### src/glu_pkg.sv
// Package for the GCD/LCM unit: payload types, sequencer states, width default.
package glu_pkg;

  localparam int GLU_DATA_WIDTH = 64;

  typedef struct packed {
    logic signed [63:0] operand_a;
    logic signed [63:0] operand_b;
  } glu_in_t;

  typedef struct packed {
    logic [63:0] gcd_value;
    logic [62:0] lcm_value;
    logic        lcm_overflow;
  } glu_out_t;

  typedef enum logic [2:0] {
    ST_IDLE,
    ST_GDIV,
    ST_QDIV,
    ST_MUL,
    ST_DONE
  } glu_state_t;

endpackage

### src/gcd_lcm_unit.sv
// GCD and LCM unit: Euclid over a shared radix-2 divider, then a shift-add multiply.
//
//   channel | direction | handshake     | payload
//   --------+-----------+---------------+----------------------------
//   in      | input     | in_valid/stall| glu_in_t  (operand_a, b)
//   out     | output    | out_valid/stall| glu_out_t (gcd, lcm, flag)
//
// Steps: the operands are accepted, then each remainder is worked out on the
// one shift-subtract divider; Euclid runs at most about 1.44*DATA_WIDTH
// remainders, and then the zero remainder is seen. Then one more division
// |a|/g and a shift-add multiply, then the result beat.
// Reset clears the sequencer and the result valid. A stalled result holds;
// the input is taken again once the result has been delivered.
module gcd_lcm_unit #(
  parameter int DATA_WIDTH = glu_pkg::GLU_DATA_WIDTH
) (
  input  logic              clk,
  input  logic              rst,
  input  logic              in_valid,
  output logic              in_stall,
  input  glu_pkg::glu_in_t  in_data,
  output logic              out_valid,
  input  logic              out_stall,
  output glu_pkg::glu_out_t out_data
);
  import glu_pkg::*;

  localparam int W  = DATA_WIDTH;
  localparam int CW = $clog2(W + 1);
  localparam int IW = $clog2(W);
  localparam logic [W-1:0] LIMIT = {1'b0, {(W-1){1'b1}}};

  glu_state_t state, state_next;

  logic [W-1:0] ma, mb;          // operand magnitudes
  logic [W-1:0] x, y;            // Euclid pair
  logic [W-1:0] dvd, dvs, quo;   // divider dividend/quotient shift, divisor
  logic [W:0]   rem;             // partial remainder
  logic [CW-1:0] cnt;
  logic [2*W-1:0] prod;          // multiply accumulator
  logic [W-1:0] mcand;
  logic         ovf;

  logic [W-1:0] raw_a, raw_b;
  logic [W:0]   rem_sh, rem_sub;
  logic         div_last;

  assign raw_a = in_data.operand_a[W-1:0];
  assign raw_b = in_data.operand_b[W-1:0];
  assign rem_sh  = {rem[W-1:0], dvd[W-1]};
  assign rem_sub = rem_sh - {1'b0, dvs};
  assign div_last = (cnt == CW'(W - 1));
  // flag an lcm above the signed range straight from the finished product
  assign ovf = (prod[2*W-1:W] != '0) || (prod[W-1:0] > LIMIT);

  // next state
  always_comb begin
    state_next = state;
    case (state)
      ST_IDLE: if (in_valid) state_next = ST_GDIV;
      ST_GDIV: if (y == '0) state_next = (ma != '0 && mb != '0) ? ST_QDIV : ST_DONE;
      ST_QDIV: if (div_last) state_next = ST_MUL;
      ST_MUL:  if (cnt == CW'(W - 1)) state_next = ST_DONE;
      ST_DONE: if (!out_stall) state_next = ST_IDLE;
      default: state_next = ST_IDLE;
    endcase
  end

  // outputs
  always_comb begin
    in_stall  = (state != ST_IDLE);
    out_valid = (state == ST_DONE);
    out_data.gcd_value    = 64'(x);
    out_data.lcm_value    = ovf ? '0 : 63'(prod[W-1:0]);
    out_data.lcm_overflow = ovf;
  end

  always_ff @(posedge clk) begin
    if (rst) begin
      state <= ST_IDLE;
    end else begin
      state <= state_next;
    end
  end

  // datapath
  always_ff @(posedge clk) begin
    case (state)
      ST_IDLE: begin
        ma   <= raw_a[W-1] ? -raw_a : raw_a;
        mb   <= raw_b[W-1] ? -raw_b : raw_b;
        x    <= raw_a[W-1] ? -raw_a : raw_a;
        y    <= raw_b[W-1] ? -raw_b : raw_b;
        dvd  <= raw_a[W-1] ? -raw_a : raw_a;
        dvs  <= raw_b[W-1] ? -raw_b : raw_b;
        rem  <= '0;
        cnt  <= '0;
        prod <= '0;
      end
      ST_GDIV: begin
        if (y == '0) begin
          // start |a|/g; g is x here
          dvd <= ma;
          dvs <= x;
          rem <= '0;
          cnt <= '0;
        end else if (div_last) begin
          // last restoring step: advance the Euclid pair to (y, x mod y)
          x   <= y;
          y   <= !rem_sub[W] ? rem_sub[W-1:0] : rem_sh[W-1:0];
          dvd <= y;
          dvs <= !rem_sub[W] ? rem_sub[W-1:0] : rem_sh[W-1:0];
          rem <= '0;
          cnt <= '0;
        end else begin
          // one restoring step; remainder lands after W steps
          if (!rem_sub[W]) rem <= rem_sub;
          else             rem <= rem_sh;
          dvd <= {dvd[W-2:0], 1'b0};
          cnt <= cnt + 1'b1;
        end
      end
      ST_QDIV: begin
        if (!rem_sub[W]) rem <= rem_sub;
        else             rem <= rem_sh;
        dvd <= {dvd[W-2:0], 1'b0};
        quo <= {quo[W-2:0], !rem_sub[W]};
        if (div_last) begin
          mcand <= {quo[W-2:0], !rem_sub[W]};
          cnt   <= '0;
        end else begin
          cnt <= cnt + 1'b1;
        end
      end
      ST_MUL: begin
        // add mb shifted by bit position cnt of the quotient
        if (mcand[cnt[IW-1:0]]) prod <= prod + ({{W{1'b0}}, mb} << cnt);
        cnt <= cnt + 1'b1;
      end
      default: ;
    endcase
  end

`ifndef NO_ASSERTIONS
  a_no_accept_busy: assert property (@(posedge clk) disable iff (rst)
    (state != ST_IDLE) |-> in_stall) else $error("input taken while busy");
  a_ovf_zero: assert property (@(posedge clk) disable iff (rst)
    (out_valid && out_data.lcm_overflow) |-> (out_data.lcm_value == '0))
    else $error("overflowed lcm not zero");
  a_hold: assert property (@(posedge clk) disable iff (rst)
    (out_valid && out_stall) |=> out_valid) else $error("result dropped");
`endif

endmodule
### config.mk
export PLATFORM = sky130hd
export DESIGN_NAME = gcd_lcm_unit
export DESIGN_NICKNAME = d
export VERILOG_FILES = /design/src/glu_pkg.sv /design/src/gcd_lcm_unit.sv
export SDC_FILE = /design/constraint.sdc
export NUM_CORES = 2
export LEC_CHECK = 0
export BUFFER_PORTS_ARGS = -buffer_cell sky130_fd_sc_hd__buf_2
export CAP_MARGIN = 20
export CORE_MARGIN = 10
export CORE_UTILIZATION = 45
export DETAILED_ROUTE_END_ITERATION = 7
export PLACE_DENSITY = 0.72
export SLEW_MARGIN = 20
export SYNTH_ARGS = -nofsm -noshare
export SYNTH_HDL_FRONTEND = slang
export SYNTH_SLANG_ARGS = --single-unit
### constraint.sdc
create_clock -name clk -period 13.91 [get_ports clk]
set_clock_uncertainty 0.2 [all_clocks]
set_input_delay 2.782 -clock clk [delete_from_list [all_inputs] [get_ports clk]]
set_output_delay 2.782 -clock clk [all_outputs]
set_load 0.02 [all_outputs]
Word-level counts from Yosys, hierarchy flattened
Cells that the tools add are included.
W data, S select, Z words.
- word-level logic and storage cells: 85
- flip-flop bits (word level): 713
- bits of input ports: 132
- output and inout bits: 130
- multiplexer cells: 33
- equal/unequal tests: 14
- order comparisons: 2
- shift-type cells: 1
- add/subtract/negate cells: 5
- reductions and logical operators: 18
- operators with widths (cell ; number):
    $mux W64 ; 13
    $pmux W64 S2 ; 3
    $pmux W64 S3 ; 2
    $pmux W128 S2 ; 1
    $reduce_bool A64 Y1 ; 3
    $add A128 B128 Y128 ; 1
    $mux W128 ; 1
    $neg A64 Y64 ; 2
    $shl A64 B7 Y128 ; 1
    $sub A65 B64 Y65 ; 1
    $gt A64 B63 Y1 const B ; 1
    $logic_not A64 Y1 ; 1
    $mux W63 ; 1
    $pmux W7 S4 ; 1
    $mux W3 ; 6
    $ne A2 B2 Y1 const B ; 8
    $pmux W3 S5 ; 1
    $mux W7 ; 2
    $add A7 B1 Y7 const B ; 1
    $eq A7 B6 Y1 const B ; 1
    $lt A6 B7 Y1 const B ; 1
    $bmux W1 S6 ; 1
    $eq A3 B2 Y1 const B ; 2
    $reduce_and A2 Y1 ; 3
    13 further kinds ; 15

Depth between registers and ports, before layout
- depth after elaboration: 5
- depth in mapped cells: 27
- gate-level depth less buffers: 23

Least setup slack after synthesis
Ideal clock, no wire load.
- path type: reg-to-reg
- start: register state[2]
- end: register x[0] (enable)
- clock period less this slack: 11.400 ns
- setup time: 0.792 ns
- path buffers: 1
- path slack: 2.510 ns
- arrival time: 10.408 ns
- data required time: 12.918 ns
- stages on the path, launching flop included: 7
- cells stage by stage: dfxtp_1 inv_1 nand2_1 nor2_1 nand2_1 clkbuf_1 o21ai_0
- longest elaborated chain between the ends: 3
- elaborated cells between the ends (all ways): 6
- those cells by class: 3 x eq/ne; 3 x reduce/logical
- ends and longest elaborated chain (item ; RTL line ; source):
    start: declaration ; gcd_lcm_unit.sv:33 ; glu_state_t state, state_next;
    start signal: assignment ; gcd_lcm_unit.sv:82 ; state <= state_next;
    $eq A3 B1 Y1 / $logic_not A3 Y1 (equally long branches) ; gcd_lcm_unit.sv:88 ; case (state)
    $ne A2 B2 Y1 (no source line) / $reduce_bool A2 Y1 (equally long branches) ; - ;
    $reduce_and A3 Y1 (no source line) (*) ; - ;
    end signal: assignment ; gcd_lcm_unit.sv:92 ; x <= raw_a[W-1] ? -raw_a : raw_a;
    end signal: assignment ; gcd_lcm_unit.sv:109 ; x <= y;
    end: declaration ; gcd_lcm_unit.sv:36 ; logic [W-1:0] x, y;
Every way passes the cells marked *; elsewhere a longest branch is shown, timed or not.
A chain may end at the register's enable or synchronous reset.

Worst setup path after layout
- start: register cnt[0]
- end: register prod[84] (data pin)
- longest elaborated chain between the ends: 4
- ends and longest elaborated chain (item ; RTL line ; source):
    start: declaration ; gcd_lcm_unit.sv:39 ; logic [CW-1:0] cnt;
    start signal: assignment ; gcd_lcm_unit.sv:120 ; cnt <= cnt + 1'b1;
    start signal: assignment ; gcd_lcm_unit.sv:132 ; cnt <= cnt + 1'b1;
    start signal: assignment ; gcd_lcm_unit.sv:138 ; cnt <= cnt + 1'b1;
    $shl A64 B7 Y128 ; gcd_lcm_unit.sv:137 ; if (mcand[cnt[IW-1:0]]) prod <= prod + ({{W{1'b0}}, mb} << cnt);
    $add A128 B128 Y128 ; gcd_lcm_unit.sv:137 ;
    $mux W128 ; gcd_lcm_unit.sv:137 ;
    $pmux W128 S2 ; gcd_lcm_unit.sv:88 ;
    end signal: assignment ; gcd_lcm_unit.sv:137 ;
    end: declaration ; gcd_lcm_unit.sv:40 ; logic [2*W-1:0] prod;
Every way passes these cells. The select of a mux whose other input is x is not followed.

==> impl_summary.txt <==
----------------------------------------------------
[Clocking]
  Root buffer cell ... clkbuf_16
  Clock tree sinks ... 713
  Clock insertion delay at the later pin of the skew report ... 0.68 ns
  Number of buffers inserted by post-CTS setup repair ... 0
  TritonCTS clock tree ... done
  Number of buffers created by CTS ... 81
  Clock slew at the register clock pins of the worst setup and hold paths ... ~0.060 ns
  Number of gates given a new drive strength after cts ... 0
  Number of buffers on the longest clock path ... 3
  Hold-fix buffer count after cts ... 0
  Number of H-tree levels ... 3

[Logic synthesis]
  Yosys reg bits ... a little over 700
  Number of library cell types mapped by synthesis ... between 80 and 90
  Fraction of registers with async set/reset ... 0%
  Most area-hungry cell type in the Yosys netlist ... edfxtp_1
  Synth top area share ... 43.7%
  Number of flops mapped to enable cells by yosys ... 710
  Cell with the most instances after synthesis ... edfxtp_1
  Synthesized net count ... 5434
  Syn Std Cell Area ... between 40000 and 50000 um2
  Main area contributors after synthesis ... edfxtp_1 44%, ha_1 5.0%, a21oi_1 5.0%, nor2_1 4.6%, mux2i_1 3.4%
  Leading cell types by count after synthesis ... 710 x edfxtp_1, 592 x nor2_1, 484 x a21oi_1
  Synthesized area per cell ... 9.56 um2
  Part of the Yosys area used for sequential elements ... 43.8%
  Gate count of the mapped netlist ... ~5100
  YS warnings ... 0
  Main flop type after synthesis ... edfxtp_1

[Floorplan]
  Chip Width ... 349 um
  Core Rows ... 120
  Height of the chip ... 349 um
  Area of the die ... 122000 um2
  Effective utilization at floorplan ... 45.5%
  Area of the core ... between 100000 and 150000 um2
  Number of placed I/O pins ... 262

[Worst setup path]
  Cell with the biggest individual delay on the critical path ... o21ai_0
  Required time of the critical path ... 14.10 ns
  Cell depth of the worst flop-to-flop path ... 22
  Cell class contributing the biggest share of worst-path delay ... compound AO/OA/AOI/OAI gates
  Buffers and inverters on the worst path ... 1
  Cell-by-cell listing of the critical path ... buf_4 > mux2i_1 > nand2_1 > o211ai_1 > o21ai_0 > o21ai_0 > nor2_1 > a31oi_1 > mux2i_1 > and2_1 > ha_1 > a21oi_1 > o21ai_0 > a211oi_1 > o21ai_0 > o21ai_0 > a21oi_1 > o21ai_1 > o311ai_0 > a21boi_0 > xor2_1 > nor2_1
  Instance count on the critical path ... 22
  CP Capture Type ... register
  Setup CP Type ... register to register
  Critical Path Most Common Cell ... o21ai_0
  Worst endpoint data arrival time ... between 8 and 9 ns
  Startpoint kind of the worst setup timing path ... register
  Critical-path maximum fanout ... 65
  Largest stage delay on the critical path ... ~0.90 ns

[Global routing]
  Maximum number of pins on one net before global-route repair ... 85
  Antenna violations before repair ... 16
  Vias in the first global route ... about 40000
  Overall fraction of global-route tracks in use ... 26.5%
  Global-route wire length before repair ... 251000 um
  GR Overflow Total ... 0

[Power and ir drop]
  Clk pwr share ... 15.3%
  Portion of total power attributed to sequential cells ... roughly 30%
  Leakage dissipation ... 20.7 nW
  Internal cell power ... roughly 0.0076 W
  Switching pwr ... 0.00698 W
  PwrDens ... 270 nW/um2
  Fraction of power spent switching nets ... 47.9%
  Worst vdd rail ir drop ... 0.152 mV
  Part of the power in combinational logic ... between 50% and 60%

[Job]
  Max-Cap Viols ... 0

[Placed design]
  Last weighted congestion value of the routability-driven placer ... roughly 1
  Post-placement cell count ... 6497
  Port Buf Inserts ... around 260
  Final HPWL DP ... 128000 um

[Drt]
  DRC errors left ... 0
  Number of nets still failing antenna checks after routing ... 0
  Average wire per cell in the routed design ... 25.2 um
  DR pass1 iterations ... 6
  Wire length after detailed routing ... 168000 um
  Detailed Route Iter0 Violations ... about 5000
  Via count ... 42068
  DR vias/cell ... 6.33

[Min path]
  Hold Crit Class ... register to register
  Number of cells traversed by the worst hold path ... 0

[STA]
  Final total negative setup slack ... 0 ns
  Count of pins over their slew limit ... 0
  Timing-limited maximum frequency ... 125 MHz
  Final period demand of the worst path ... 8.01 ns
  Tightest Pin Transition ... 1.14 ns
  Final number of setup-violating endpoints ... 0
  Number of failing hold endpoints at the final stage ... 0
  Setup repair after global routing missed its margin ... no
  Final critical-path share of the clock period ... 57.6%
  Relative slew margins ... 22.9%

[Layout]
  Fraction of layout cells with a size suffix above 1 ... 11.5%
  Area growth syn-to-layout ... 10.5%
  Final-stage net count ... 5506
  Non-filler instance count after layout ... 6650

[Status]
  Status ... finished clean

----------------------------------------------------
## power groups by stage
| stage | sequential [W] | clock [W] | combinational [W] |
|---|---|---|---|
| floorplan | 0.00431 | 0 | 0.00551 |
| global placement | 0.00436 | 0 | 0.00775 |
| detailed placement | 0.00437 | 0 | 0.00777 |
| CTS | 0.00435 | 0.00225 | 0.00783 |
| global route | 0.00442 | 0.00232 | 0.00868 |
| finish | 0.00436 | 0.00222 | 0.00799 |
## worst register-to-register path, delay by kind of cell, from the launching register on
family | cells | cell delay, ns
flops | 1 | 0.34
compound gates | 13 | 4.67
xor+xnor | 1 | 0.19
simple gates | 4 | 0.50
mux | 2 | 0.70
buf+inv | 1 | 0.73
fa+ha+maj | 1 | 0.40
## cells in the final DEF (no fill, tap or decap), types with 108 or more instances in the layout
| master | synthesis | final |
|---|---|---|
| nand2_1 | 440 | 435 |
| edfxtp_1 | 710 | 710 |
| ha_1 | 194 | 194 |
| xor2_1 | 129 | 128 |
| a21oi_1 | 484 | 482 |
| nand4_1 | 108 | 108 |
| nor3_1 | 124 | 124 |
| nor2_1 | 592 | 586 |
| xnor2_1 | 158 | 158 |
| inv_1 | 199 | 196 |
| o21ai_0 | 325 | 323 |
| mux2i_1 | 168 | 168 |
| buf_2 | 8 | 261 |
| a21o_1 | 115 | 115 |
## routing by layer
metal	wire, um	vias to the layer above	track usage, %
met3	13900	372	4.54
met4	8000	18	11.4
li1	-	19232	-
met5	105	-	0
met2	75500	2143	41.9
met1	70200	20303	35.5
## registers in the layout (all words and copies together), names as in the netlist
name / cells
cnt: 7
prod: 128
mcand: 64
state: 3
rem: 64
dvs: 64
x: 64
dvd: 64
quo: 63
ma: 64
mb: 64
y: 64
## per-stage QoR
| step | util (%) | hold slack (ns) | area [um2] | setup slack (ns) | power, W |
|---|---|---|---|---|---|
| floorplan | - | 0.200 | 48800 | 2.51 | 0.00983 |
| global placement | 47.7 | 0.204 | 51200 | 6.23 | 0.0121 |
| detailed placement | 47.7 | 0.225 | 51200 | 6.21 | 0.0121 |
| CTS | 50.2 | 0.241 | 53900 | 6.18 | 0.0144 |
| global route | 50.2 | 0.241 | 53900 | 5.53 | 0.0154 |
| finish | 50.3 | 0.242 | 53900 | 5.90 | 0.0146 |
## layout make-up
cell class / count / area (um2)
fillers: 9819 / 53400
multi-input cells: 3875 / 25600
clock buffers: 90 / 2060
flip-flops and latches: 713 / 21400
well taps: 1403 / 1760
repair buffers: 307 / 1670
inverters: 200 / 753
clock inverters: 56 / 664
diodes: 6 / 15.0
## cells by family after synthesis
group / share of synthesized area [%]
xor+xnor: 5.18
compound gates: 18.8
flops: 43.8
mux: 7.34
fa+ha+maj: 5.05
simple gates: 15.8
buf+inv: 4.03
## final timing paths
path                              start  endpoint  slack [ns]
worst max-delay path             cnt[0]  prod[84]        5.90
worst min-delay path            quo[46]   quo[47]        0.24
worst max register to register   cnt[0]  prod[84]        5.90
worst min register to register  quo[46]   quo[47]        0.24
Power figures use the tool's default switching activity.
